<file path="config.mk">
export PLATFORM = sky130hd
export DESIGN_NAME = csrspmv_queue
export DESIGN_NICKNAME = d
export VERILOG_FILES = /design/src/csrspmv_pkg.sv /design/src/csrspmv_queue.sv
export SDC_FILE = /design/constraint.sdc
export NUM_CORES = 1
export LEC_CHECK = 0
export ABC_AREA = 0
export ABC_CLOCK_PERIOD_IN_PS = 2800
export BUFFER_PORTS_ARGS = -buffer_cell sky130_fd_sc_hd__buf_2
export CELL_PAD_IN_SITES_DETAIL_PLACEMENT = 1
export CELL_PAD_IN_SITES_GLOBAL_PLACEMENT = 2
export CORE_MARGIN = 5
export CORE_UTILIZATION = 45
export CTS_CLUSTER_DIAMETER = 60
export CTS_CLUSTER_SIZE = 12
export DETAILED_ROUTE_END_ITERATION = 6
export PLACE_DENSITY = 0.76
export SLEW_MARGIN = 20
export SYNTH_ARGS = -nofsm -noshare
export SYNTH_HDL_FRONTEND = slang
export SYNTH_SLANG_ARGS = --single-unit
</file>
<file path="constraint.sdc">
create_clock -name clk -period 2.8 [get_ports clk]
set_input_delay 0.14 -clock clk [delete_from_list [all_inputs] [get_ports clk]]
set_output_delay 0.14 -clock clk [all_outputs]
set_load 0.05 [all_outputs]
</file>
<file path="src/csrspmv_pkg.sv">
// Shared types and constants for the CSR sparse matrix-vector row engine.
`default_nettype none

package csrspmv_pkg;

    localparam int unsigned VECTOR_DEPTH_DEFAULT = 1024;
    localparam int unsigned IDX_W                = 10;
    localparam int unsigned VAL_W                = 32;
    localparam int unsigned PROD_W               = 2 * VAL_W;
    localparam int unsigned ACC_W                = 48;
    localparam int unsigned FRAC_W               = 16;
    localparam int unsigned FILL_W               = 2;
    localparam int unsigned OP_W                 = 2;
    localparam int unsigned QUEUE_DEPTH          = 4;

    localparam logic [FILL_W-1:0] FILL_WHOLE = 2'd0;
    localparam logic [FILL_W-1:0] FILL_UPPER = 2'd1;
    localparam logic [FILL_W-1:0] FILL_LOWER = 2'd2;

    typedef enum logic [OP_W-1:0] {
        OP_LOAD    = 2'd0,
        OP_NONZERO = 2'd1,
        OP_END_ROW = 2'd2
    } op_t;

    typedef enum logic [1:0] {
        CMD_LOAD = 2'd0,
        CMD_MAC  = 2'd1,
        CMD_END  = 2'd2
    } cmd_kind_t;

    typedef struct packed {
        cmd_kind_t                kind;
        logic [IDX_W-1:0]         addr;
        logic signed [VAL_W-1:0]  data;
        logic [IDX_W-1:0]         row;
    } cmd_t;

    typedef struct packed {
        logic full;
        logic empty;
    } queue_status_t;

endpackage

`default_nettype wire

</file>
<file path="src/csrspmv_queue.sv">
// Short command queue between front end and back end.
`default_nettype none

module csrspmv_queue (
    input  wire logic                   clk,
    input  wire logic                   rst_n,
    input  wire logic                   push,
    input  wire csrspmv_pkg::cmd_t      push_cmd,
    input  wire logic                   pop,
    output csrspmv_pkg::cmd_t           head,
    output csrspmv_pkg::queue_status_t  status
);
    import csrspmv_pkg::*;

    localparam int unsigned PTR_W = $clog2(QUEUE_DEPTH);
    localparam int unsigned CNT_W = PTR_W + 1;

    cmd_t             slot_reg [QUEUE_DEPTH];
    logic [PTR_W-1:0] wr_ptr_reg;
    logic [PTR_W-1:0] rd_ptr_reg;
    logic [CNT_W-1:0] count_reg;
    logic             do_push;
    logic             do_pop;

    assign status.full  = (count_reg == CNT_W'(QUEUE_DEPTH));
    assign status.empty = (count_reg == '0);
    assign do_push      = push && !status.full;
    assign do_pop       = pop && !status.empty;
    assign head         = slot_reg[rd_ptr_reg];

    always_ff @(posedge clk)
    begin
        if (do_push)
        begin
            slot_reg[wr_ptr_reg] <= push_cmd;
        end
    end

    always_ff @(posedge clk or negedge rst_n)
    begin
        if (!rst_n)
        begin
            wr_ptr_reg <= '0;
            rd_ptr_reg <= '0;
            count_reg  <= '0;
        end
        else
        begin
            if (do_push)
            begin
                wr_ptr_reg <= wr_ptr_reg + PTR_W'(1);
            end
            if (do_pop)
            begin
                rd_ptr_reg <= rd_ptr_reg + PTR_W'(1);
            end
            if (do_push && !do_pop)
            begin
                count_reg <= count_reg + CNT_W'(1);
            end
            else if (do_pop && !do_push)
            begin
                count_reg <= count_reg - CNT_W'(1);
            end
        end
    end

`ifndef ASSERT_OFF
    a_count_bound: assert property (@(posedge clk) disable iff (!rst_n)
        count_reg <= CNT_W'(QUEUE_DEPTH))
        else $error("queue count beyond depth");
    a_count_up: assert property (@(posedge clk) disable iff (!rst_n)
        do_push && !do_pop |=> count_reg == $past(count_reg) + CNT_W'(1))
        else $error("queue count did not follow a push");
`endif

endmodule

`default_nettype wire

</file>
Word level (Yosys, flattened, before mapping):

Memory sizes are Yosys's and may differ from the RTL's.
Cells that the tools add are included.

* flip-flop bits (word level): 7
* memory bits (writable): 216
* output and inout port bits: 56
* memories: 1

Memories
* slot_reg: words 4, width 54, rd ports 1, clocked after memory_dff 0, write ports 1, line csrspmv_queue.sv:18 `cmd_t slot_reg [QUEUE_DEPTH];`

* add/sub/neg operators: 4
* equal/unequal tests: 1
* muxes and demuxes: 4
* reductions and logical operators: 10

Operators with widths (number)
* 2-to-1 mux 3 bit: 2
* adder 2 x 1 -> 2 bit (second input constant): 2
* logical AND 1 bit: 4
* zero test 1 bit: 4
* adder 3 x 1 -> 3 bit (second input constant): 1
* == test 3 bit (second input constant): 1
* zero test 3 bit: 1
* subtractor 3 x 1 -> 3 bit (second input constant): 1
* 2-to-1 mux 1 bit: 2
* nonzero test 2 bit: 1

Longest topological paths before layout:

Gate-level depths: netlist of the first run.

* word-level depth: 7
* depth in mapped cells: 9
* mapped depth without buffers: 8

Worst setup path after synthesis of the first run:

OpenSTA, ideal clock, no wires.

* path kind: register -> register
* start: register count_reg[2]
* end: memory slot_reg[0][0] in the netlist's numbering, enable pin
* library setup time: 0.417 ns
* data arrival time: 2.216 ns
* slack: 0.167 ns
* cell stages (with the launch flop): 5
* path through: dfrtp_1 -> nor3b_2 -> nor2b_1 -> buf_2 -> and2_1

RTL lines
* start: declaration: line csrspmv_queue.sv:21 `logic [CNT_W-1:0] count_reg;`
* start signal: assignment: line csrspmv_queue.sv:59 `count_reg <= count_reg + CNT_W'(1);`
* start signal: assignment: line csrspmv_queue.sv:63 `count_reg <= count_reg - CNT_W'(1);`
* end: declaration: line csrspmv_queue.sv:18

==> impl_metrics.csv, run 1 <==
group,metric,value,unit
place,finalWeightedCongestion,0.663,
worst_setup_path,worstPathRequired,2.66,ns
synth,most_numerous_cell_in_the_yosys_netlist,"sky130_fd_sc_hd__edfxtp_1",
clocking,postCtsSetupBuffers,0,
pwr,static-leakage-power,3.61,nW
grt,first_global_vias,4477,
synth,netlist_top_cells_count,"216 x sky130_fd_sc_hd__edfxtp_1, 54 x sky130_fd_sc_hd__mux4_2, 7 x sky130_fd_sc_hd__buf_2, 7 x sky130_fd_sc_hd__dfrtp_1",
clocking,ctsRootBufferMaster,"sky130_fd_sc_hd__clkbuf_16",
clocking,tritoncts_num_sinks,223,
place,numPlacedInstances,660,
grt,largest_net_degree_at_the_start_of_global_routing,55,
floorplanning,die_w,145,um
floorplanning,die_height,145,um
floorplanning,floorplan.core_area,18000,um2
min_path,min-delay-path-class,"in2async",
drt,viasPerCell,5.24,
clocking,worst_setup_hold_path_clk_slew,0.06,ns
synth,synth_seq_cells,223,
grt,grt_pass1_wl,26100,um
synth,synthDominantAreaCellType,"sky130_fd_sc_hd__edfxtp_1",
floorplanning,core.rowCount,49,
synth,synth-main-ff-cell,"sky130_fd_sc_hd__edfxtp_1",
timing,final.setup_skew,0.00801,ns
clocking,holdBufCountCts,56,
worst_setup_path,timing.setup.critical_path_class,"reg2out",
floorplanning,ios,114,
grt,grt_antenna_before_repair,1,
grt,gr-usage-met3,3.49,%
layout,layout-drive-gt1-share,40.4,%
timing,grt_setup_unrepaired,"no",
layout,antenna_cells,0,
run_status,status,"finished, final reports clean",
synth,synth.yosys.seq_area_share,81.1,%
worst_setup_path,worstPathArrival,2.30,ns
timing,finalMaxSlewViolations,0,
drt,count_of_routing_violations_after_the_opening_detailed_route_iteration,186,
grt,grt_use_met2,27.6,%
floorplanning,initial_core_util,45.7,%
timing,worst_slew_margin_rel,65.2,%
grt,grt_overflow,0,
worst_setup_path,timing.reg2reg.worst_path_depth,8,
synth,synth_enable_flop_cells,216,
synth,ys_async_sr_fraction,3.14,%
layout,stdcell_count,756,
timing,timing.final.crit_period,2.44,ns
synth,synth_top_cells_by_area,"sky130_fd_sc_hd__edfxtp_1 79%, sky130_fd_sc_hd__mux4_2 15%, sky130_fd_sc_hd__dfrtp_1 2.1%",
drt,detail_route.wl_per_cell,21.9,um
drt,firstDrtPassIters,4,
drt,postRouteWirelength,16500,um
timing,report.final.setup_viol,0,
worst_setup_path,crit_path_start_kind,"flip-flop",
timing,timing.final.hold_violations,0,
place,sum_of_net_half_perimeters_after_detailed_placement,10000,um
grt,globalRouteMet1Util,20.1,%
layout,number_of_flip_flops_in_the_largest_register,216,
timing,postLayoutSetupSlackWorst,0.361,ns
clocking,cts_tree,"done",
flow_run,maxCapViolCount,0,
clocking,h-tree-depth,1,
drt,vias,3963,
synth,postSynthAreaPerCell,25.8,um2
floorplanning,die_area,21000,um2
clocking,cts_made_buffers,22,
layout,nets,575,
synth,post-synth-top-area-fraction,79.0,%
timing,transition_time_of_the_tightest_slew_check_pin,0.521,ns
worst_setup_path,worstSetupEndpointType,"primary output",
timing,min_period_over_period,87.1,%
timing,achievable-frequency,0.410,GHz
synth,synth_cells,318,
clocking,cts_resized,0,
clocking,clk_latency,0.48,ns
grt,grt_busiest_layer,"met2",
synth,post_synth_instance_area,8210,um2
place,worst_setup_slack_after_placement,0.596,ns
clocking,cts_buffer_depth,3,
place,buffer_ports.inserted,113,
synth,netlist-cell-type-count,19,
timing,fin_tns_setup,0,ns
pwr,cellPowerDensity,1180,nW/um2
worst_setup_path,worstPathMaxFanout,17,
grt,grt_use_total,15.7,%
drt,post-route-drc-count,0,
drt,route.antenna.remaining_nets,0,
pwr,total_power,12.2,mW
layout,area.growth.synth_to_final,26.2,%
pwr,vdd_ir_drop_max,0.805,mV
synth,syn_nets,382,
synth,synth_warnings,0,
## through the flow
stage	util, %	hold WS [ns]	instance area [um2]
floorplan	-	-0.156	8210
global placement	50.9	-0.0149	9140
detailed placement	50.9	-0.0156	9140
CTS	57.7	0.0243	10400
global route	57.7	0.0259	10400
finish	57.7	0.0270	10400
## layer usage
metal  wire length [um]  vias up
met1               6700     2094
met5                  7        -
li1                   -     1736
met4                277        2
met2               8750      107
met3                809       24
## logic make-up (layout without fill, tap and decap cells)
family / after synthesis / count (layout) / share of synthesized area, %
flip-flops: 223 / 223 / 81.1
AND/OR/NAND/NOR: 10 / 10 / 0.762
adder cells (fa/ha/maj): 6 / 6 / 1.01
multiplexers: 56 / 56 / 15.1
XOR/XNOR: 6 / 6 / 0.640
buffers and inverters: 17 / 226 / 1.39
## layout by cell type (no fill, tap or decap), types with 2 or more instances in the layout
cell,instances
sky130_fd_sc_hd__and2_2,4
sky130_fd_sc_hd__buf_12,5
sky130_fd_sc_hd__buf_2,113
sky130_fd_sc_hd__buf_4,8
sky130_fd_sc_hd__clkbuf_1,16
sky130_fd_sc_hd__clkbuf_16,23
sky130_fd_sc_hd__dfrtp_1,5
sky130_fd_sc_hd__dlygate4sd3_1,56
sky130_fd_sc_hd__edfxtp_1,216
sky130_fd_sc_hd__ha_1,5
sky130_fd_sc_hd__inv_1,4
sky130_fd_sc_hd__mux2_2,2
sky130_fd_sc_hd__mux4_2,54
sky130_fd_sc_hd__xnor2_1,4
sky130_fd_sc_hd__xor2_1,2
## cell type report
| cell class | count | area [um2] |
|---|---|---|
| Sequential cell | 223 | 6670 |
| Clock buffer | 39 | 636 |
| Inverter | 4 | 15.0 |
| Clock inverter | 1 | 30.0 |
| Timing Repair Buffer | 182 | 1290 |
| Tap cell | 229 | 287 |
| Multi-Input combinational cell | 78 | 1440 |
| Fill cell | 1556 | 7600 |
## path summary, 6_finish.rpt
kind	slack, ns	end	startpoint
max	0.36	head[16]	rd_ptr_reg[0]
min	0.03	count_reg[0]	rst_n
max reg2reg	0.57	count_reg[2]	count_reg[2]
min reg2reg	0.51	count_reg[2]	count_reg[2]
max in group asynchronous	2.60	rd_ptr_reg[0]	rst_n
min in group clk	0.19	wr_ptr_reg[0]	push
## critical path, stage by stage (launching register included)
cell and delay [ns]:
sky130_fd_sc_hd__dfrtp_4 0.66, sky130_fd_sc_hd__buf_4 0.35, sky130_fd_sc_hd__mux4_2 0.56, sky130_fd_sc_hd__buf_2 0.23
## power breakdown
part / switching, mW / leakage [nW] / internal [mW]
Clock: 1.11 / 0.316 / 1.62
Combinational: 3.22 / 1.23 / 1.52
Sequential: 0.293 / 2.06 / 4.42
(Power assumes the default switching activity.)
==> run 2: changes to the inputs <==
--- a/config.mk
+++ b/config.mk
@@ -7,15 +7,15 @@
 export LEC_CHECK = 0
 export ABC_AREA = 0
 export ABC_CLOCK_PERIOD_IN_PS = 2800
-export BUFFER_PORTS_ARGS = -buffer_cell sky130_fd_sc_hd__buf_2
 export CELL_PAD_IN_SITES_DETAIL_PLACEMENT = 1
 export CELL_PAD_IN_SITES_GLOBAL_PLACEMENT = 2
 export CORE_MARGIN = 5
-export CORE_UTILIZATION = 45
+export CORE_UTILIZATION = 49
 export CTS_CLUSTER_DIAMETER = 60
 export CTS_CLUSTER_SIZE = 12
 export DETAILED_ROUTE_END_ITERATION = 6
-export PLACE_DENSITY = 0.76
+export DONT_BUFFER_PORTS = 1
+export PLACE_DENSITY = 0.75
 export SLEW_MARGIN = 20
 export SYNTH_ARGS = -nofsm -noshare
 export SYNTH_HDL_FRONTEND = slang
==> run 2 against run 1 <==
  * Highest routed layer is now met4
  * Largest power group is now sequential cells
  * Sequential share of layout area grew 3.8 points
  * Fmax rose by 2.6%
  * Core utilization increased by 1.5 points
  * Die area is 7.6% lower
  * Sequential power rose by 1%
  * First-iteration DRC count decreased by 12%
  * Register-to-register slack barely moved
  * Largest cell class unchanged
  * Non-clock buffer count fell by 117
  * Final cell count is 17% lower
  * Routed wire length is 6.7% lower
  * Global-route usage grew 0.51 points
  * Combinational power fell by 11%
  * Critical path type unchanged
==> impl_metrics.csv, run 2 (synthesis gave the netlist of run 1 again) <==
group,metric,value,unit
run_status,status,"finished, final reports clean",
flow_run,maxCapViolCount,0,
timing,final.setup_skew,0.0104,ns
clocking,postCtsSetupBuffers,0,
layout,layout-drive-gt1-share,23.2,%
floorplanning,die_area,19400,um2
grt,grt_overflow,0,
grt,largest_net_degree_at_the_start_of_global_routing,55,
place,worst_setup_slack_after_placement,0.561,ns
clocking,ctsRootBufferMaster,"sky130_fd_sc_hd__clkbuf_16",
worst_setup_path,worstPathArrival,2.24,ns
drt,detail_route.wl_per_cell,24.5,um
layout,layout.cells.most_common,"sky130_fd_sc_hd__edfxtp_1",
clocking,cts_tree,"done",
drt,route.antenna.remaining_nets,0,
timing,report.final.setup_viol,0,
min_path,worstHoldStart,"push",
drt,count_of_routing_violations_after_the_opening_detailed_route_iteration,163,
floorplanning,core.rowCount,47,
timing,timing.final.crit_period,2.38,ns
timing,min_period_over_period,84.9,%
drt,postRouteWirelength,15400,um
place,sum_of_net_half_perimeters_after_detailed_placement,8890,um
worst_setup_path,cp_launch_point,"rd_ptr_reg[0]",
timing,postLayoutSetupSlackWorst,0.424,ns
clocking,h-tree-depth,1,
place,buffer_ports.inserted,0,
worst_setup_path,reg_to_reg_critical_path_endpoint,"count_reg[2]",
timing,achievable-frequency,0.421,GHz
min_path,min-delay-path-class,"in2reg",
worst_setup_path,timing.setup.critical_path_class,"reg2out",
timing,fin_tns_setup,0,ns
pwr,vdd_ir_drop_max,0.636,mV
pwr,static-leakage-power,3.15,nW
worst_setup_path,worstPathRequired,2.66,ns
floorplanning,die_height,139,um
min_path,min_path_cells,2,
clocking,cts_made_buffers,22,
worst_setup_path,worstSetupEndpointType,"primary output",
worst_setup_path,r2r-start,"count_reg[2]",
layout,nets,458,
layout,final_cell_mix,"216 x sky130_fd_sc_hd__edfxtp_1, 57 x sky130_fd_sc_hd__dlygate4sd3_1, 54 x sky130_fd_sc_hd__mux4_2",
grt,first_global_vias,4032,
floorplanning,die_w,139,um
drt,post-route-drc-count,0,
drt,viasPerCell,5.51,
worst_setup_path,regToRegSetupSlack,0.57,ns
grt,grt_antenna_before_repair,1,
timing,timing.final.hold_violations,0,
drt,vias,3476,
worst_setup_path,crit_path_start_kind,"flip-flop",
layout,area.growth.synth_to_final,19.2,%
worst_setup_path,timing.reg2reg.worst_path_depth,8,
clocking,clk_latency,0.49,ns
floorplanning,initial_core_util,49.7,%
floorplanning,ios,114,
timing,worst_slew_margin_rel,59.9,%
timing,transition_time_of_the_tightest_slew_check_pin,0.601,ns
pwr,cellPowerDensity,1200,nW/um2
min_path,worst_hold_path.endpoint,"wr_ptr_reg[0]",
clocking,cts_buffer_depth,3,
layout,final_core_utilization,59.2,%
drt,firstDrtPassIters,4,
floorplanning,floorplan.core_area,16500,um2
clocking,worst_setup_hold_path_clk_slew,0.05,ns
clocking,tritoncts_num_sinks,223,
pwr,total_power,11.7,mW
place,finalWeightedCongestion,0.720,
grt,grt_pass1_wl,24300,um
layout,number_of_flip_flops_in_the_largest_register,216,
worst_setup_path,worstPathMaxFanout,22,
timing,finalMaxSlewViolations,0,
timing,grt_setup_unrepaired,"no",
grt,grt_use_total,16.3,%
layout,filler_cell_count,1352,
-- run 2: changes by cell type in the layout (fill, tap and decap cells not counted), sizes merged --
cell and change:
buf -118, dlygate4sd3 +1, diode +1
-- run 2: through the flow --
stage	std cells	hold slack [ns]	area [um2]
after floorplan	318	-0.156	8210
after detailed placement	533	-0.155	8550
after CTS	630	0.0366	9780
final	631	0.0517	9780
after global placement	533	-0.155	8550
after global routing	631	0.0620	9780
-- run 2: layer usage --
metal / vias to the layer above / wire [um] / track usage [%]
li1: 1505 / - / -
met1: 1837 / 6050 / 21.2
met2: 109 / 7910 / 27.3
met3: 25 / 1110 / 4.32
met4: 0 / 362 / 4.63
met5: - / 0 / 0
-- run 2: area by class of cell --
cell class,count,area [um2],area share (%)
timing repair buffer,65,718,7.34
inverter,4,15.0,0.153
clock buffer,39,636,6.50
antenna,1,2.50,0.0256
sequential,223,6670,68.1
tap,220,275,2.81
multi-input combinational,78,1440,14.7
clock inverter,1,30.0,0.307
-- run 2: how the worst max path moves through the flow --
stage | end | slack, ns | cells past startpoint
3_5_place_dp | count_reg[2] | 0.56 | 8
6_report | head[49] | 0.42 | 2
2_1_floorplan | slot_reg[0][0] | 0.17 | 4
4_1_cts | head[49] | 0.34 | 2
5_1_grt | head[49] | 0.28 | 2
3_3_place_gp | count_reg[2] | 0.72 | 8
-- run 2: timing repair --
action / in CTS / in global routing
gates resized for setup: 0 / 0
hold endpoints to repair: 225 / 0
hold buffers: 57 / 0
-- run 2: critical path: stages, from the launching register on --
cell,delay [ns]
sky130_fd_sc_hd__dfrtp_4,0.76
sky130_fd_sc_hd__buf_12,0.28
sky130_fd_sc_hd__mux4_2,0.71
-- run 2: power by group --
| part | internal [mW] | switching [mW] | leakage, nW | total, mW |
|---|---|---|---|---|
| Combinational | 1.19 | 3.05 | 0.772 | 4.23 |
| Clock | 1.62 | 1.12 | 0.316 | 2.74 |
| Sequential | 4.42 | 0.349 | 2.06 | 4.77 |
| Total | 7.23 | 4.52 | 3.15 | 11.7 |
==> run 3: changes to the inputs <==
--- a/config.mk
+++ b/config.mk
@@ -5,17 +5,17 @@
 export SDC_FILE = /design/constraint.sdc
 export NUM_CORES = 1
 export LEC_CHECK = 0
-export ABC_AREA = 0
-export ABC_CLOCK_PERIOD_IN_PS = 2800
+export ABC_AREA = 1
+export ABC_CLOCK_PERIOD_IN_PS = 1900
 export CELL_PAD_IN_SITES_DETAIL_PLACEMENT = 1
 export CELL_PAD_IN_SITES_GLOBAL_PLACEMENT = 2
 export CORE_MARGIN = 5
-export CORE_UTILIZATION = 49
+export CORE_UTILIZATION = 39
 export CTS_CLUSTER_DIAMETER = 60
 export CTS_CLUSTER_SIZE = 12
 export DETAILED_ROUTE_END_ITERATION = 6
 export DONT_BUFFER_PORTS = 1
-export PLACE_DENSITY = 0.75
+export PLACE_DENSITY = 0.72
 export SLEW_MARGIN = 20
 export SYNTH_ARGS = -nofsm -noshare
 export SYNTH_HDL_FRONTEND = slang
==> constraint.sdc (replaced) <==
create_clock -name clk -period 1.9 [get_ports clk]
set_input_delay 0.095 -clock clk [delete_from_list [all_inputs] [get_ports clk]]
set_output_delay 0.095 -clock clk [all_outputs]
set_load 0.05 [all_outputs]
==> run 3 against run 2 <==
  * The flow now finishes with violations (negative setup slack)
  * Global-route usage fell by 0.72 points
  * Via count is 60% higher
  * Cell area increased by 24%
  * Die area up 36%
  * Non-clock buffer count is 71 higher
  * Synthesized area rose by 10%
  * Flip-flop and latch count stayed put
  * Combinational power rose to 2.9 times the previous value
  * Clock skew is 0.0021 ns higher
  * Synthesized cell count up 120%
  * Power up 97%
  * Critical path depth grew 4
==> impl_metrics.csv, run 3 <==
group,metric,value,unit
drt,route.antenna.remaining_nets,0,
synth,syn_nets,755,
synth,synth_enable_flop_cells,216,
synth,synth_top_cells_by_area,"sky130_fd_sc_hd__edfxtp_1 72%, sky130_fd_sc_hd__nand2_1 7.5%, sky130_fd_sc_hd__o211ai_1 7.3%",
place,finalWeightedCongestion,0.798,
layout,final_core_utilization,53.2,%
drt,dr_wl_met3,859,um
floorplanning,die_height,162,um
floorplanning,die_area,26400,um2
timing,min_period_over_period,101,%
floorplanning,floorplan.core_area,22800,um2
clocking,cts_buffer_depth,3,
timing,timing.hold.ws,0.312,ns
drt,count_of_routing_violations_after_the_opening_detailed_route_iteration,235,
worst_setup_path,worstSetupEndpointType,"primary output",
place,total_placed_instance_area,10600,um2
timing,postLayoutSetupSlackWorst,-0.0103,ns
run_status,violations,"negative setup slack",
layout,final_cell_mix,"216 x sky130_fd_sc_hd__edfxtp_1, 157 x sky130_fd_sc_hd__nand2_1, 119 x sky130_fd_sc_hd__inv_1",
pwr,total_power,23.1,mW
synth,netlist_top_cells_count,"216 x sky130_fd_sc_hd__edfxtp_1, 180 x sky130_fd_sc_hd__nand2_1, 123 x sky130_fd_sc_hd__inv_1",
place,buffer_ports.inserted,0,
grt,grt_overflow,0,
clocking,worst_setup_hold_path_clk_slew,0.06,ns
flow_run,maxCapViolCount,0,
worst_setup_path,timing.setup.critical_path_class,"reg2out",
worst_setup_path,worstPathRequired,1.80,ns
drt,detail_route.wl_per_cell,18.1,um
layout,area.growth.synth_to_final,33.7,%
min_path,min-delay-path-class,"in2reg",
floorplanning,core.rowCount,55,
synth,post-synth-top-area-fraction,71.6,%
grt,grt_antenna_before_repair,1,
clocking,ctsRootBufferMaster,"sky130_fd_sc_hd__clkbuf_16",
pwr,p_sw,9.26,mW
drt,firstDrtPassIters,4,
clocking,h-tree-depth,1,
synth,synth_warnings,0,
timing,grt_setup_unrepaired,"yes",
timing,finalMaxSlewViolations,0,
drt,met2_length,11200,um
clocking,clk_latency,0.50,ns
synth,synth.yosys.seq_area_share,73.5,%
grt,largest_net_degree_at_the_start_of_global_routing,57,
pwr,vdd_ir_drop_max,1.20,mV
timing,transition_time_of_the_tightest_slew_check_pin,0.429,ns
run_status,status,"complete, but fails checks",
drt,drt-met1-wl,8280,um
synth,synthDominantAreaCellType,"sky130_fd_sc_hd__edfxtp_1",
layout,layout.cells.most_common,"sky130_fd_sc_hd__edfxtp_1",
floorplanning,initial_core_util,39.8,%
synth,most_numerous_cell_in_the_yosys_netlist,"sky130_fd_sc_hd__edfxtp_1",
min_path,min_path_cells,1,
synth,netlist-cell-type-count,18,
grt,first_global_vias,6137,
timing,report.final.setup_viol,3,
pwr,internal_power,13.9,mW
pwr,static-leakage-power,4.76,nW
timing,worst_slew_margin_rel,71.4,%
place,sum_of_net_half_perimeters_after_detailed_placement,12400,um
clocking,cts_tree,"done",
layout,layout.cell_area.non_filler,12100,um2
pwr,power_switching_share,40.1,%
synth,synth_seq_cells,223,
drt,vias,5566,
layout,nets,881,
drt,viasPerCell,4.88,
worst_setup_path,timing.reg2reg.worst_path_depth,10,
synth,synth-main-ff-cell,"sky130_fd_sc_hd__edfxtp_1",
clocking,cts_made_buffers,22,
timing,final.setup_skew,0.0126,ns
drt,post-route-drc-count,0,
floorplanning,die_w,162,um
synth,postSynthAreaPerCell,13.1,um2
synth,ys_async_sr_fraction,3.14,%
timing,achievable-frequency,0.523,GHz
synth,synth_cells,691,
pwr,p_clk_share,17.1,%
drt,postRouteWirelength,20600,um
grt,grt_pass1_wl,32400,um
pwr,cellPowerDensity,1910,nW/um2
grt,grt_use_total,15.5,%
worst_setup_path,worstPathMaxFanout,40,
drt,top_layer_used,"met4",
layout,layout-drive-gt1-share,19.7,%
clocking,tritoncts_num_sinks,223,
floorplanning,ios,114,
place,worst_setup_slack_after_placement,-0.0538,ns
worst_setup_path,crit_path_start_kind,"flip-flop",
worst_setup_path,worstPathArrival,1.82,ns
pwr,power.share.sequential,29.4,%
timing,timing.final.crit_period,1.91,ns
pwr,logic_gate_share_of_total_power,53.5,%
layout,number_of_flip_flops_in_the_largest_register,216,
timing,timing.final.hold_violations,0,
synth,post_synth_instance_area,9060,um2
## run 3: metrics by stage
| step | cells | setup TNS [ns] |
|---|---|---|
| finish | 1140 | -0.0181 |
| floorplan | 691 | -0.671 |
| CTS | 1138 | -0.258 |
| detailed placement | 1042 | -0.0538 |
| global placement | 1042 | 0 |
| global route | 1140 | -2.99 |
## run 3: repair_timing
item | in CTS | in global routing
pin swaps | 3 | 2
resized for setup | 31 | 23
hold buffers | 58 | 0
gates cloned | 2 | 1
hold endpoints to repair | 228 | 0
endpoints found under the setup margin | 54 | 51
buffers inserted | 3 | 0
## run 3: cells by family after synthesis
family | share of synthesized area, %
buf+inv | 7.33
compound gates | 10.1
flops | 73.5
fa+ha+maj | 0.911
simple gates | 8.07
xor+xnor | 0.0966
## run 3: per-layer routing
metal	track usage, %	up-vias
met1	17.6	2804
met2	29.9	93
met4	3.73	0
met5	0	-
li1	-	2642
met3	2.96	27
## run 3: final timing paths
check | from | endpoint | slack, ns
min in group asynchronous | rst_n | count_reg[2] | 0.47
min | push_cmd[30] | slot_reg[3][30] | 0.31
max | rd_ptr_reg[0] | head[19] | -0.01
max in group asynchronous | rst_n | rd_ptr_reg[0] | 1.15
max reg2reg | count_reg[0] | count_reg[2] | 0.07
min reg2reg | count_reg[0] | count_reg[0] | 0.53
## run 3: layout make-up
class / count / area [um2]
repair inverters: 1 / 3.75
repair buffers: 136 / 2070
clock buffers: 32 / 609
well taps: 313 / 392
clock inverters: 1 / 30.0
multi-input cells: 308 / 1870
flip-flops and latches: 223 / 6670
inverters: 125 / 482
fillers: 2217 / 10700
diodes: 1 / 2.50
## run 3: power groups by stage
stage	Clock (mW)	Sequential [mW]	Combinational [mW]
finish	3.96	6.79	12.4
global placement	0	6.80	11.5
CTS	4.09	6.78	12.4
detailed placement	0	6.87	11.8
floorplan	0	6.78	6.44
global route	4.31	6.86	13.1
## run 3: worst max-delay path, cell delays in order, from the launching register on
cell	delay (ns)
sky130_fd_sc_hd__dfrtp_2	0.46
sky130_fd_sc_hd__inv_8	0.14
sky130_fd_sc_hd__buf_16	0.22
sky130_fd_sc_hd__nand2_1	0.08
sky130_fd_sc_hd__o211ai_1	0.08
sky130_fd_sc_hd__nand2_1	0.13
sky130_fd_sc_hd__buf_12	0.17
