`src/csrspmv_pkg.sv`:
```
// Shared types and constants for the CSR sparse matrix-vector row engine.
`default_nettype none

package csrspmv_pkg;

    localparam int unsigned VECTOR_DEPTH_DEFAULT = 1024;
    localparam int unsigned IDX_W                = 10;
    localparam int unsigned VAL_W                = 32;
    localparam int unsigned PROD_W               = 2 * VAL_W;
    localparam int unsigned ACC_W                = 48;
    localparam int unsigned FRAC_W               = 16;
    localparam int unsigned FILL_W               = 2;
    localparam int unsigned OP_W                 = 2;
    localparam int unsigned QUEUE_DEPTH          = 4;

    localparam logic [FILL_W-1:0] FILL_WHOLE = 2'd0;
    localparam logic [FILL_W-1:0] FILL_UPPER = 2'd1;
    localparam logic [FILL_W-1:0] FILL_LOWER = 2'd2;

    typedef enum logic [OP_W-1:0] {
        OP_LOAD    = 2'd0,
        OP_NONZERO = 2'd1,
        OP_END_ROW = 2'd2
    } op_t;

    typedef enum logic [1:0] {
        CMD_LOAD = 2'd0,
        CMD_MAC  = 2'd1,
        CMD_END  = 2'd2
    } cmd_kind_t;

    typedef struct packed {
        cmd_kind_t                kind;
        logic [IDX_W-1:0]         addr;
        logic signed [VAL_W-1:0]  data;
        logic [IDX_W-1:0]         row;
    } cmd_t;

    typedef struct packed {
        logic full;
        logic empty;
    } queue_status_t;

endpackage

`default_nettype wire

```
`src/csrspmv_ifs.sv`:
```
// Valid/ready channel interfaces for input items and row results.
`default_nettype none

interface csrspmv_in_if;
    logic               valid;
    logic               ready;
    logic [1:0]         operation;
    logic [9:0]         x_index;
    logic signed [31:0] x_value;
    logic [9:0]         column;
    logic signed [31:0] coefficient;
    logic               before_diagonal;

    modport source (
        output valid, operation, x_index, x_value, column, coefficient, before_diagonal,
        input  ready
    );
    modport sink (
        input  valid, operation, x_index, x_value, column, coefficient, before_diagonal,
        output ready
    );
endinterface


`default_nettype wire

```
`src/csrspmv_front.sv`:
```
// Front end: accepts input beats, applies the fill mode, tracks the row counter.
`default_nettype none

module csrspmv_front #(
    parameter int unsigned VECTOR_DEPTH = csrspmv_pkg::VECTOR_DEPTH_DEFAULT
) (
    input  wire logic                          clk,
    input  wire logic                          rst_n,
    input  wire logic                          cfg_write,
    input  wire logic [csrspmv_pkg::FILL_W-1:0] cfg_data,
    csrspmv_in_if.sink                         items,
    input  wire csrspmv_pkg::queue_status_t    q_status,
    output logic                               push,
    output csrspmv_pkg::cmd_t                  push_cmd
);
    import csrspmv_pkg::*;

    localparam int unsigned ADDR_W = $clog2(VECTOR_DEPTH);
    localparam int unsigned CMP_W  = ((ADDR_W > IDX_W) ? ADDR_W : IDX_W) + 1;

    logic [FILL_W-1:0] fill_mode_reg;
    logic [IDX_W-1:0]  row_counter_reg;
    logic [IDX_W-1:0]  row_counter_next;
    logic              accept;
    logic              take;
    logic              keep;
    logic [CMP_W-1:0]  idx_ext;

    assign items.ready = !q_status.full;
    assign accept      = items.valid && items.ready;

    always_comb
    begin
        unique case (fill_mode_reg)
            FILL_UPPER: take = !items.before_diagonal;
            FILL_LOWER: take = items.before_diagonal;
            default:    take = 1'b1;
        endcase
    end

    always_comb
    begin
        keep             = 1'b0;
        row_counter_next = row_counter_reg;
        idx_ext          = CMP_W'(items.x_index);
        push_cmd.kind    = CMD_LOAD;
        push_cmd.addr    = items.x_index;
        push_cmd.data    = items.x_value;
        push_cmd.row     = row_counter_reg;
        unique case (items.operation)
            OP_LOAD:
            begin
                keep             = (idx_ext < CMP_W'(VECTOR_DEPTH));
                row_counter_next = '0;
            end
            OP_NONZERO:
            begin
                idx_ext       = CMP_W'(items.column);
                push_cmd.kind = CMD_MAC;
                push_cmd.addr = items.column;
                push_cmd.data = items.coefficient;
                keep          = take && (idx_ext < CMP_W'(VECTOR_DEPTH));
            end
            OP_END_ROW:
            begin
                push_cmd.kind    = CMD_END;
                keep             = 1'b1;
                row_counter_next = row_counter_reg + IDX_W'(1);
            end
            default:
            begin
                keep = 1'b0;
            end
        endcase
    end

    assign push = accept && keep;

    always_ff @(posedge clk or negedge rst_n)
    begin
        if (!rst_n)
        begin
            fill_mode_reg   <= FILL_WHOLE;
            row_counter_reg <= '0;
        end
        else
        begin
            if (cfg_write)
            begin
                fill_mode_reg <= cfg_data;
            end
            if (accept)
            begin
                row_counter_reg <= row_counter_next;
            end
        end
    end

endmodule

`default_nettype wire

```
`src/flat_wrapper.sv`:
```
// flat-port wrapper written by rule: the top's interface ports become plain ports
module csrspmv_front_flat import csrspmv_pkg::*;
#(
    parameter int unsigned VECTOR_DEPTH = csrspmv_pkg::VECTOR_DEPTH_DEFAULT
)
  (clk, rst_n, cfg_write, cfg_data, q_status, push, push_cmd, items_valid, items_operation, items_x_index, items_x_value, items_column, items_coefficient, items_before_diagonal, items_ready);
  csrspmv_in_if items_i ();
  input  wire logic clk;
  input  wire logic rst_n;
  input  wire logic cfg_write;
  input  wire logic [csrspmv_pkg::FILL_W-1:0] cfg_data;
  input  wire csrspmv_pkg::queue_status_t q_status;
  output logic push;
  output csrspmv_pkg::cmd_t push_cmd;
  input wire logic [$bits(items_i.valid)-1:0] items_valid;
  input wire logic [$bits(items_i.operation)-1:0] items_operation;
  input wire logic [$bits(items_i.x_index)-1:0] items_x_index;
  input wire logic [$bits(items_i.x_value)-1:0] items_x_value;
  input wire logic [$bits(items_i.column)-1:0] items_column;
  input wire logic [$bits(items_i.coefficient)-1:0] items_coefficient;
  input wire logic [$bits(items_i.before_diagonal)-1:0] items_before_diagonal;
  output wire logic [$bits(items_i.ready)-1:0] items_ready;
  assign items_i.valid = items_valid;
  assign items_i.operation = items_operation;
  assign items_i.x_index = items_x_index;
  assign items_i.x_value = items_x_value;
  assign items_i.column = items_column;
  assign items_i.coefficient = items_coefficient;
  assign items_i.before_diagonal = items_before_diagonal;
  assign items_ready = items_i.ready;
  csrspmv_front #(.VECTOR_DEPTH(VECTOR_DEPTH)) u_core (.clk(clk), .rst_n(rst_n), .cfg_write(cfg_write), .cfg_data(cfg_data), .items(items_i), .q_status(q_status), .push(push), .push_cmd(push_cmd));
endmodule
```
`config.mk`:
```
export PLATFORM = sky130hd
export DESIGN_NAME = csrspmv_front_flat
export DESIGN_NICKNAME = d
export VERILOG_FILES = /design/src/csrspmv_pkg.sv /design/src/csrspmv_ifs.sv /design/src/csrspmv_front.sv /design/src/flat_wrapper.sv
export SDC_FILE = /design/constraint.sdc
export NUM_CORES = 1
export LEC_CHECK = 0
export BUFFER_PORTS_ARGS = -buffer_cell sky130_fd_sc_hd__clkbuf_2
export CAP_MARGIN = 40
export CORE_MARGIN = 2
export CORE_UTILIZATION = 35
export CTS_CLUSTER_DIAMETER = 30
export CTS_CLUSTER_SIZE = 24
export DETAILED_ROUTE_END_ITERATION = 10
export HOLD_SLACK_MARGIN = 0.02
export PLACE_DENSITY = 0.93
export SYNTH_ARGS = -nofsm -noshare
export SYNTH_HDL_FRONTEND = slang
export SYNTH_SLANG_ARGS = --single-unit
```
`constraint.sdc`:
```
create_clock -name clk -period 3.6 [get_ports clk]
set_input_delay 0.54 -clock clk [delete_from_list [all_inputs] [get_ports clk]]
set_output_delay 0.54 -clock clk [all_outputs]
set_load 0.02 [all_outputs]
```
# Yosys cells after proc, flatten, opt, wreduce, memory -nomap -nowiden
# Cells that the tools add are included.
dict set report op_classes {
  addsub 1
  eq_ne 4
  mux 5
  n_reduce_logical 8
}
# cell count
set op_table {}
lappend op_table {{42-bit two-way mux} 1}
lappend op_table {{10-bit one-hot mux with 2 select lines} 1}
lappend op_table {{10-bit by 1-bit adder with 10-bit output, second input constant} 1}
lappend op_table {{2-bit by 1-bit == test with 1-bit output, second input constant} 2}
lappend op_table {{2-bit == test, second input constant} 2}
lappend op_table {{1-bit one-hot mux with 2 select lines} 2}
lappend op_table {{2-bit one-hot mux with 2 select lines} 1}
lappend op_table {{1-bit logical AND} 2}
lappend op_table {{1-bit zero test} 2}
lappend op_table {{2-bit zero test} 1}
lappend op_table {{2-bit AND reduction} 1}
lappend op_table {{2-bit nonzero test} 1}
lappend op_table {{2-bit OR reduction} 1}
dict set report word_totals {
  reg_bits 12
  input_bits 95
  output_inout_bits 56
  wordCells 20
}

# Longest topological paths before layout
# Gate-level depths: netlist of the first run.
dict set report depth {
  depth_word 4
  ltp_mapped 5
  ltp_nobuf 5
}

# Worst setup path after synthesis of the first run
# Ideal clock, no wire load.
dict set report synth_path {
  kind {input port to output port}
  from {input port items_operation[0]}
  to {output port push_cmd[40] (netlist name)}
  t_arrival_ps 1407
  required_time_ps 3060
  path_slack_ps 1653
  cell_stages 4
  n_path_buf 2
  cell_sequence {nor2b_1 > buf_2 > buf_4 > mux2_2}
}
# element line_no
set synth_lines {}
lappend synth_lines {{from (decl)} flat_wrapper.sv:16} ;# input wire logic [$bits(items_i.operation)-1:0] items_operation;
lappend synth_lines {{to (decl)} flat_wrapper.sv:14} ;# output csrspmv_pkg::cmd_t push_cmd;

==> results of run 1 <==
-- worst min-delay path by stage --
stage                     slack [ns]                                    end  cells past startpoint   from
final                           0.13    u_core.fill_mode_reg[0]$_DFFE_PN0P_                      1  rst_n
after global routing            0.14  u_core.row_counter_reg[9]$_DFFE_PN0P_                      1  rst_n
after CTS                       0.13    u_core.fill_mode_reg[0]$_DFFE_PN0P_                      1  rst_n
after detailed placement        0.44    u_core.fill_mode_reg[0]$_DFFE_PN0P_                      1  rst_n
after global placement          0.44    u_core.fill_mode_reg[0]$_DFFE_PN0P_                      1  rst_n
after floorplan                 0.24    u_core.fill_mode_reg[0]$_DFFE_PN0P_                      0  rst_n
-- worst max-delay path: cells and delay by family --
family,cells,cell delay [ns]
muxes,1,0.41
buffers and inverters,3,0.77
and+or+nand+nor,1,0.17
-- logic make-up (layout without fill, tap and decap cells) --
group / after synthesis / after routing
and+or+nand+nor: 32 / 32
DFF: 12 / 12
AOI/OAI and AO/OA: 18 / 18
buffers and inverters: 10 / 159
muxes: 45 / 45
adders and majority gates: 3 / 3
-- cells in the mapped netlist, types with 3 or more instances --
cell / n / area [sq um]
inv_1: 5 / 18.8
ha_1: 3 / 37.5
mux2_2: 43 / 484
a21oi_1: 6 / 30.0
or3_1: 3 / 18.8
buf_4: 4 / 30.0
nand2_1: 10 / 37.5
nand2b_1: 4 / 25.0
dfrtp_1: 12 / 300
o21ai_0: 8 / 40.0
-- layout make-up --
| cell class | instances | area [sq um] |
|---|---|---|
| inverter | 5 | 18.8 |
| tap | 46 | 57.6 |
| clock buffer | 4 | 36.3 |
| multi-input combinational | 98 | 858 |
| sequential | 12 | 300 |
| fill | 297 | 1290 |
| timing repair buffer | 150 | 753 |
-- power groups by stage --
stage               sequential, mW  combinational (mW)  clock (mW)
global route                 0.159               0.268       0.121
global placement             0.158               0.240           0
floorplan                    0.166               0.131           0
finish                       0.157               0.247       0.110
CTS                          0.157               0.249       0.113
detailed placement           0.159               0.248           0
-- routing by layer --
| metal | vias to the layer above | wire length [um] |
|---|---|---|
| met4 | 0 | 35 |
| met3 | 5 | 410 |
| met5 | - | 0 |
| met1 | 709 | 1610 |
| met2 | 90 | 2310 |
| li1 | 740 | - |
==> results_dict.tcl, run 1 <==
set metrics [dict create \
    status "complete, no violations" \
    final_cell_mix "clkbuf_2 (149), mux2_2 (43), dfrtp_1 (12)" \
    insertion_delay_ns 0.28 \
    drc 0 \
    rr_startpoint "u_core.row_counter_reg[1]$_DFFE_PN0P_" \
    power_switching_share_pct 37.7 \
    cts-root-buf "clkbuf_4" \
    min_period_ns 2.45 \
    cts_num_sinks 12 \
    maxSlewHeadroom_pct 44.2 \
    fin_nets 368 \
    synth_top_family_by_area "multiplexers" \
    p_total_mw 0.514 \
    gr-usage-met2_pct 40.3 \
    met3_usage_pct 6.31 \
    setup_ws_ns 1.15 \
    synthFlopType "dfrtp_1" \
    synth-edff-count 0 \
    clock_path_buffers 2 \
    worst_clock_skew_ns 0.00296 \
    drive_gt1_share_pct 74.0 \
    postPlaceCellArea_sq_um 1990 \
    yosys.area_share.adder_pct 3.12 \
    maxCapViolations 0 \
    setup_tns_ns 0 \
    ant_nets 0 \
    r2r_cells 4 \
    crit_path_max_incr_delay_ns 0.42 \
    postSynth.asyncResetShare_pct 100 \
    p_clk_share_pct 21.5 \
    via_per_inst 4.90 \
    syn_inst 120 \
    setup_viol 0 \
    report.final.slew_viol_count 0 \
    worstSetupStartpointType "primary input" \
    wl_per_cell_um 13.8 \
    switching_power_mw 0.194 \
    first_global_vias 1535 \
    p_seq_share_pct 30.5 \
    worstPathCellList "clkbuf_2, nor2b_4, buf_4, mux2_2, clkbuf_2" \
    use_met1_pct 24.5 \
    r2r_slack_ns 2.10 \
    vias 1544 \
    clk_pin_slew_ns 0.08 \
    ys_seq_area_share_pct 24.9 \
    grt_remaining_overflow 0 \
    final_core_util_pct 61.1 \
    reg2reg_to "u_core.row_counter_reg[6]$_DFFE_PN0P_" \
    rsz0062_at_grt "false" \
    cts.repair.resized 0 \
    gp_congestion 0.759 \
    synthMuxAreaShare_pct 41.8 \
    cp_common_cell "clkbuf_2" \
    combPwrFrac_pct 48.0 \
    p_leak_nw 1.11 \
    drt_iter0_drc 63 \
    die_area_sq_um 3930 \
    cts_tree "yes" \
    synth_warnings 0 \
    synth_area_per_cell_sq_um 10.0 \
    grt_usage_pct 21.8 \
    grt_max_degree 44 \
    ys_ff_latch 12 \
    initial_utilization_pct 36.4 \
    finish.instance_area_sq_um 2020 \
    hpwlAfterDp_mm 3.79 \
    synth_compound_area_share_pct 8.41 \
    ios 151 \
    dpl.cell_count 311 \
    die_h_um 62.7 \
    whs_ns 0.130 \
    finalHoldViolCount 0 \
    postCtsHoldBufs 0 \
    cts-buffers-inserted 3 \
    final_cells 315 \
    rows 21 \
    synth-xor-area-share_pct 0 \
    drt_pass1_iterations 4 \
    cp.required_ns 3.06 \
    cp_slowest_cell "buf_4" \
    crit_end "push_cmd[50]" \
    cts_setup_buffers 0 \
    gr-max-usage-layer "met2" \
    diodes 0 \
    wirelength_mm 4.36 \
    syn_to_final_growth_pct 68.0 \
    synth_area_sq_um 1200 \
    io_buffers 149 \
    pre_cts_slack_ns 1.15 \
    vdd_drop_max_uv 253 \
    powerDensity_nw_per_um2 254 \
    worstSetupPathType "in2out" \
    largest_reg_flops 10 \
    fp.coreArea_sq_um 3310 \
    synth_cell_type_count 27 \
    synthesis.nets 218 \
    crit_start "items_operation[0]" \
    final_common_cell "clkbuf_2" \
    antenna_found_initial 0 \
    htreeDepth 1 \
    grt_pass1_wl_mm 6.86 \
    synth-simple-area-share_pct 17.2 \
    p_int_mw 0.321 \
    hp-class "in2async" \
    crit_fanout 43 \
    fp.dieW_um 62.7 \
    cp.arrival_ns 1.91 \
    finalCritPeriodShare_pct 68.1 \
    worst_slew_pin_slew_ns 0.826 \
    cp-end-kind "output pin" \
    max_freq_mhz 408 \
]
No activity file was read; power rests on OpenSTA's default activity.
==> inputs of run 2 (changes only) <==
--- a/config.mk
+++ b/config.mk
@@ -5,15 +5,16 @@
 export SDC_FILE = /design/constraint.sdc
 export NUM_CORES = 1
 export LEC_CHECK = 0
+export ABC_AREA = 1
 export BUFFER_PORTS_ARGS = -buffer_cell sky130_fd_sc_hd__clkbuf_2
 export CAP_MARGIN = 40
 export CORE_MARGIN = 2
-export CORE_UTILIZATION = 35
+export CORE_UTILIZATION = 33
 export CTS_CLUSTER_DIAMETER = 30
 export CTS_CLUSTER_SIZE = 24
 export DETAILED_ROUTE_END_ITERATION = 10
 export HOLD_SLACK_MARGIN = 0.02
-export PLACE_DENSITY = 0.93
+export PLACE_DENSITY = 0.87
 export SYNTH_ARGS = -nofsm -noshare
 export SYNTH_HDL_FRONTEND = slang
 export SYNTH_SLANG_ARGS = --single-unit
==> constraint.sdc (replaced) <==
create_clock -name clk -period 2.5 [get_ports clk]
set_input_delay 0.375 -clock clk [delete_from_list [all_inputs] [get_ports clk]]
set_output_delay 0.375 -clock clk [all_outputs]
set_load 0.02 [all_outputs]
==> run 2 against run 1 <==
  * Clock power grew 100%
  * Cell count grew 38%
  * Worst hold slack gained 0.23 ns
  * Power grew 59%
  * Clock-buffer cell count is the same
  * Sequential cell count is the same
  * Largest cell class unchanged
  * Sequential power grew 46%
  * Critical path depth grew 2
  * First-iteration DRC count shrank 33%
  * Critical path type unchanged
==> results_dict.tcl, run 2 <==
set metrics [dict create \
    worst_slew_pin_slew_ns 0.655 \
    cp.required_ns 2.12 \
    drive_gt1_share_pct 43.2 \
    synth_area_per_cell_sq_um 5.30 \
    synth-edff-count 0 \
    cp-end-kind "output pin" \
    synthMuxAreaShare_pct 0 \
    crit_fanout 42 \
    worstPathCellList "clkbuf_2, inv_2, nor2_4, inv_2, nand2_1, nand2_1, clkbuf_2" \
    min_period_ns 1.89 \
    drt_pass1_iterations 4 \
    yosysMostFrequentCell "nand2_1" \
    synth_area_leaders "nand2_1 (46%), dfrtp_1 (24%), inv_1 (5.0%)" \
    clock_path_buffers 2 \
    htreeDepth 1 \
    worstSetupPathType "in2out" \
    wl_per_cell_um 10.6 \
    clk_pin_slew_ns 0.05 \
    r2r_cells 8 \
    synth-simple-area-share_pct 60.4 \
    synthesis.nets 337 \
    p_clk_share_pct 26.9 \
    report.final.slew_viol_count 0 \
    hpwlAfterDp_mm 3.89 \
    ant_nets 0 \
    grt_remaining_overflow 0 \
    crit_path_max_incr_delay_ns 0.48 \
    power_switching_share_pct 39.9 \
    postSynth.asyncResetShare_pct 100 \
    switching_power_mw 0.325 \
    synth_top_cell_by_area "nand2_1" \
    ys_ff_latch 12 \
    max_freq_mhz 530 \
    final_common_cell "nand2_1" \
    met1_length_mm 1.78 \
    diodes 0 \
    synthFlopType "dfrtp_1" \
    io_buffers 149 \
    maxCapViolations 0 \
    p_leak_nw 1.45 \
    yosys.area_share.adder_pct 2.96 \
    rr_startpoint "u_core.row_counter_reg[1]$_DFFE_PN0P_" \
    wl_met3_um 416 \
    dr_wl_met2_mm 2.32 \
    top_layer_used "met4" \
    grt_max_degree 43 \
    crit_start "items_operation[0]" \
    cts_tree "yes" \
    crit_end "push_cmd[42]" \
    vdd_drop_max_uv 330 \
    worst_clock_skew_ns 0.00275 \
    p_int_mw 0.491 \
    synth_common_cells "nand2_1 (155), inv_1 (17), dfrtp_1 (12), nor2_1 (12), buf_2 (8)" \
    die_h_um 66.0 \
    fp.dieW_um 66.0 \
    synth_warnings 0 \
    largest_reg_flops 10 \
    synth_compound_area_share_pct 3.55 \
    cts-buffers-inserted 3 \
    status "complete, no violations" \
    fin_nets 486 \
    cp_slowest_cell "inv_2" \
    reg2reg_to "u_core.row_counter_reg[8]$_DFFE_PN0P_" \
    setup_viol 0 \
    r2r_slack_ns 1.15 \
    vias 1963 \
    setup_tns_ns 0 \
    syn_to_final_growth_pct 66.7 \
    grt_pass1_wl_mm 7.20 \
    synth-xor-area-share_pct 0 \
    synth_top_area_share_pct 45.9 \
    rsz0062_at_grt "false" \
    fill_cells 360 \
    finalCritPeriodShare_pct 75.5 \
    initial_utilization_pct 34.4 \
    die_area_sq_um 4350 \
    final_cell_mix "nand2_1 (155), clkbuf_2 (149), inv_1 (17)" \
    combPwrFrac_pct 44.9 \
    ys_seq_area_share_pct 23.7 \
    wirelength_mm 4.63 \
    gp_congestion 0.840 \
    hp-class "in2reg" \
    cts-root-buf "clkbuf_8" \
    cts_num_sinks 12 \
    whs_ns 0.355 \
    first_global_vias 1754 \
    synth_area_sq_um 1270 \
    synth_cell_type_count 16 \
    rows 22 \
    ios 151 \
    p_seq_share_pct 28.2 \
    drt_iter0_drc 42 \
    syn_inst 239 \
    antenna_found_initial 0 \
    cts_setup_buffers 0 \
    powerDensity_nw_per_um2 386 \
    fp.coreArea_sq_um 3690 \
    worstSetupStartpointType "primary input" \
    drc 0 \
    synth_top_family_by_area "simple AND/OR/NAND/NOR gates" \
    grt_usage_pct 21.3 \
    maxSlewHeadroom_pct 56.3 \
    cp.arrival_ns 1.51 \
    via_per_inst 4.51 \
    insertion_delay_ns 0.25 \
    finalHoldViolCount 0 \
]
[run 2: cell types whose count changed after synthesis, moves of 6 or more]
cell	change
mux2_2	-43
nand2_1	+145
nor2_1	+12
inv_1	+12
nand3_1	+6
buf_2	+7
[run 2: per-stage QoR]
stage                     setup slack (ns)  instance area, sq um  utilization (%)  instances  power [mW]
after floorplan                       1.09                  1270                -        239       0.431
after global placement               0.616                  2050             55.5        430       0.594
after detailed placement             0.604                  2050             55.5        430       0.601
after CTS                            0.602                  2110             57.3        435       0.822
after global routing                 0.492                  2110             57.3        435       0.868
final                                0.612                  2110             57.3        435       0.817
[run 2: critical path: cells and delay by family]
kind                   cells  cell delay [ns]
buffers and inverters      4             0.86
AND/OR/NAND/NOR            3             0.26
[run 2: how the worst min path moves through the flow]
stage               cells past startpoint                               endpoint   startpoint  slack, ns
global route                            3    u_core.fill_mode_reg[0]$_DFFE_PN0P_  cfg_data[0]       0.38
global placement                        1  u_core.row_counter_reg[9]$_DFFE_PN0P_        rst_n       0.28
CTS                                     3    u_core.fill_mode_reg[0]$_DFFE_PN0P_  cfg_data[0]       0.36
detailed placement                      1  u_core.row_counter_reg[9]$_DFFE_PN0P_        rst_n       0.28
floorplan                               0    u_core.fill_mode_reg[0]$_DFFE_PN0P_        rst_n       0.08
finish                                  3    u_core.fill_mode_reg[0]$_DFFE_PN0P_  cfg_data[0]       0.36
[run 2: cell type report]
type | instances | area (sq um) | share of cell area [%]
tap | 48 | 60.1 | 2.84
inverter | 21 | 78.8 | 3.73
clock buffer | 4 | 55.1 | 2.61
multi-input combinational | 198 | 848 | 40.1
sequential | 12 | 300 | 14.2
timing repair buffer | 152 | 771 | 36.5
[run 2: cell families after synthesis]
| logic type | after synthesis |
|---|---|
| AND/OR/NAND/NOR | 186 |
| buffers and inverters | 29 |
| flip-flops | 12 |
| AO/OA/AOI/OAI | 9 |
| adder cells (fa/ha/maj) | 3 |
[run 2: power groups by stage]
| stage | clock network, mW | registers (mW) | logic [mW] |
|---|---|---|---|
| 6_report | 0.220 | 0.230 | 0.367 |
| 5_1_grt | 0.230 | 0.233 | 0.405 |
| 4_1_cts | 0.222 | 0.230 | 0.371 |
| 3_5_place_dp | 0 | 0.233 | 0.368 |
| 3_3_place_gp | 0 | 0.232 | 0.362 |
| 2_1_floorplan | 0 | 0.246 | 0.186 |
[run 2: routing by layer]
metal	vias up	global-route usage [%]
li1	1018	-
met1	849	21.3
met2	85	41.7
met3	11	5.11
met4	0	8.42
met5	-	0
[run 2: repair_timing]
action / CTS / global route
endpoints found under the setup margin: 0 / 0
hold buffers: 1 / 0
hold endpoints to repair: 12 / 0
gates resized for setup: 0 / 0
==> inputs of run 3 (changes only) <==
--- a/config.mk
+++ b/config.mk
@@ -9,12 +9,12 @@
 export BUFFER_PORTS_ARGS = -buffer_cell sky130_fd_sc_hd__clkbuf_2
 export CAP_MARGIN = 40
 export CORE_MARGIN = 2
-export CORE_UTILIZATION = 33
+export CORE_UTILIZATION = 30
 export CTS_CLUSTER_DIAMETER = 30
 export CTS_CLUSTER_SIZE = 24
 export DETAILED_ROUTE_END_ITERATION = 10
 export HOLD_SLACK_MARGIN = 0.02
-export PLACE_DENSITY = 0.87
+export PLACE_DENSITY = 0.84
 export SYNTH_ARGS = -nofsm -noshare
 export SYNTH_HDL_FRONTEND = slang
 export SYNTH_SLANG_ARGS = --single-unit
==> constraint.sdc (replaced) <==
create_clock -name clk -period 1.55 [get_ports clk]
set_input_delay 0.2325 -clock clk [delete_from_list [all_inputs] [get_ports clk]]
set_output_delay 0.2325 -clock clk [all_outputs]
set_load 0.02 [all_outputs]
==> run 3 against run 2 <==
  * The flow now finishes with violations (negative setup slack)
  * First-iteration DRC count is 26% lower
  * Final area is 3.0% higher
  * Register-to-register slack worse by 0.95 ns
  * Critical path depth is 1 lower
  * Utilization is 3.3 points lower
  * Clock-buffer cell count is 1 lower
  * Cell count is 0.92% higher
  * Die area is 9.4% higher
  * Clock power is 27% higher
  * Sequential cell count stayed put
  * Critical path type is now reg2out
  * Largest cell class unchanged
==> results_dict.tcl, run 3 (synthesized netlist as in run 2, its figures left out) <==
set metrics [dict create \
    status "finished, violations left" \
    violations "negative setup slack" \
    gp_congestion 0.831 \
    fill_cells 410 \
    finalHoldViolCount 0 \
    rows 23 \
    cts_num_sinks 12 \
    cp-end-kind "output pin" \
    worst_slew_pin_slew_ns 0.297 \
    worst_clock_skew_ns 0.00251 \
    critPathBufInv 1 \
    grt_max_degree 43 \
    cts-root-buf "clkbuf_8" \
    final_common_cell "nand2_1" \
    diodes 0 \
    grt_pass1_wl_mm 8.00 \
    antenna_found_initial 0 \
    crit_path_max_incr_delay_ns 0.42 \
    cts_tree "yes" \
    worstSetupStartpointType "register" \
    setup_ws_ns -0.0374 \
    setup_tns_ns -0.0374 \
    powerDensity_nw_per_um2 586 \
    p_total_mw 1.27 \
    vdd_drop_max_uv 530 \
    maxSlewHeadroom_pct 80.2 \
    drc 0 \
    fp.dieW_um 69 \
    multi_input_area_sq_um 867 \
    ios 151 \
    die_h_um 69 \
    min_period_ns 1.59 \
    drt_iter0_drc 31 \
    seq_area_sq_um 300 \
    p_leak_nw 1.46 \
    drive_gt1_share_pct 44.7 \
    drt_pass1_iterations 4 \
    combPwrFrac_pct 48.8 \
    grt_usage_pct 19.6 \
    power_switching_share_pct 40.2 \
    largest_reg_flops 10 \
    first_global_vias 1828 \
    hp-class "in2reg" \
    io_buffers 149 \
    hpwlAfterDp_mm 3.72 \
    p_int_mw 0.762 \
    cp_slowest_cell "dfrtp_1" \
    syn_to_final_growth_pct 71.8 \
    cp_top_family "flip-flops" \
    insertion_delay_ns 0.24 \
    crit_fanout 2 \
    max_freq_mhz 630 \
    fp.coreArea_sq_um 4030 \
    clock_path_buffers 2 \
    worstPathCellList "ha_4, a21oi_2, o21ai_1, nand3_1, nand2_1, clkbuf_8" \
    cts-buffers-inserted 3 \
    clk_pin_slew_ns 0.05 \
    switching_power_mw 0.513 \
    cp.required_ns 1.32 \
    htreeDepth 1 \
    p_seq_share_pct 29.3 \
    rsz0062_at_grt "true" \
    initial_utilization_pct 31.5 \
    vias 1943 \
    worstSetupPathType "reg2out" \
    die_area_sq_um 4760 \
    via_per_inst 4.43 \
    fin_nets 489 \
    finalCritPeriodShare_pct 102 \
    setup_viol 1 \
    wl_per_cell_um 10.4 \
    p_clk_share_pct 21.9 \
    maxCapViolations 0 \
    cp.arrival_ns 1.35 \
    wirelength_mm 4.58 \
    ant_nets 0 \
    report.final.slew_viol_count 0 \
    final_cell_mix "nand2_1 (155), clkbuf_2 (148), inv_1 (15)" \
    grt_remaining_overflow 0 \
    whs_ns 0.224 \
]
==> run 3: timing repair <==
item	4_1_cts	5_1_grt
cloned	0	0
pin swaps	1	1
setup buffers	1	1
hold endpoints to repair	12	0
hold buffers	1	0
endpoints found under the setup margin	1	2
resized for setup	6	2
==> run 3: worst register-to-register path, delay by kind of cell, from the launching register on <==
family        cells  cell delay, ns
fa+ha+maj         1            0.26
flops             1            0.43
buf+inv           1            0.04
simple gates      6            0.51
==> run 3: final timing paths <==
kind / from / endpoint / slack (ns) / depth (start not counted)
max: u_core.fill_mode_reg[1]$_DFFE_PN0P_ / push / -0.04 / 6
min: cfg_data[0] / u_core.fill_mode_reg[0]$_DFFE_PN0P_ / 0.22 / 3
max reg2reg: u_core.row_counter_reg[1]$_DFFE_PN0P_ / u_core.row_counter_reg[8]$_DFFE_PN0P_ / 0.20 / 8
min reg2reg: u_core.row_counter_reg[7]$_DFFE_PN0P_ / u_core.row_counter_reg[7]$_DFFE_PN0P_ / 0.57 / 2
max in group asynchronous: rst_n / u_core.fill_mode_reg[1]$_DFFE_PN0P_ / 0.90 / 2
min in group asynchronous: rst_n / u_core.row_counter_reg[7]$_DFFE_PN0P_ / 0.42 / 2
==> run 3: final cells by class <==
type                    instances  area share [%]
repair buffers                155            38.0
clock buffers                   3            1.90
inverters                      21            3.62
multi-input cells             198            39.8
well taps                      50            2.87
flip-flops and latches         12            13.8
==> run 3: layer usage <==
metal,part of all wire (%),GRT usage (%)
met1,39,22.7
met2,51,35.9
met3,8.9,4.09
met4,1.9,5.45
met5,0,0
==> run 3: through the flow <==
| step | utilization (%) | cells | worst slack (ns) | instance area, sq um |
|---|---|---|---|---|
| 5_1_grt | 54.0 | 439 | -0.129 | 2180 |
| 6_report | 54.0 | 439 | -0.0374 | 2180 |
| 4_1_cts | 53.8 | 438 | -0.0128 | 2170 |
| 2_1_floorplan | - | 239 | 0.182 | 1270 |
| 3_3_place_gp | 51.7 | 433 | 0.198 | 2080 |
| 3_5_place_dp | 51.7 | 433 | 0.148 | 2080 |
==> run 3: power by group through the flow <==
stage	registers, mW	logic [mW]	clock network, mW
after floorplan	0.396	0.299	0
after global placement	0.375	0.590	0
after detailed placement	0.375	0.602	0
after CTS	0.372	0.623	0.279
after global routing	0.379	0.686	0.301
final	0.374	0.621	0.280
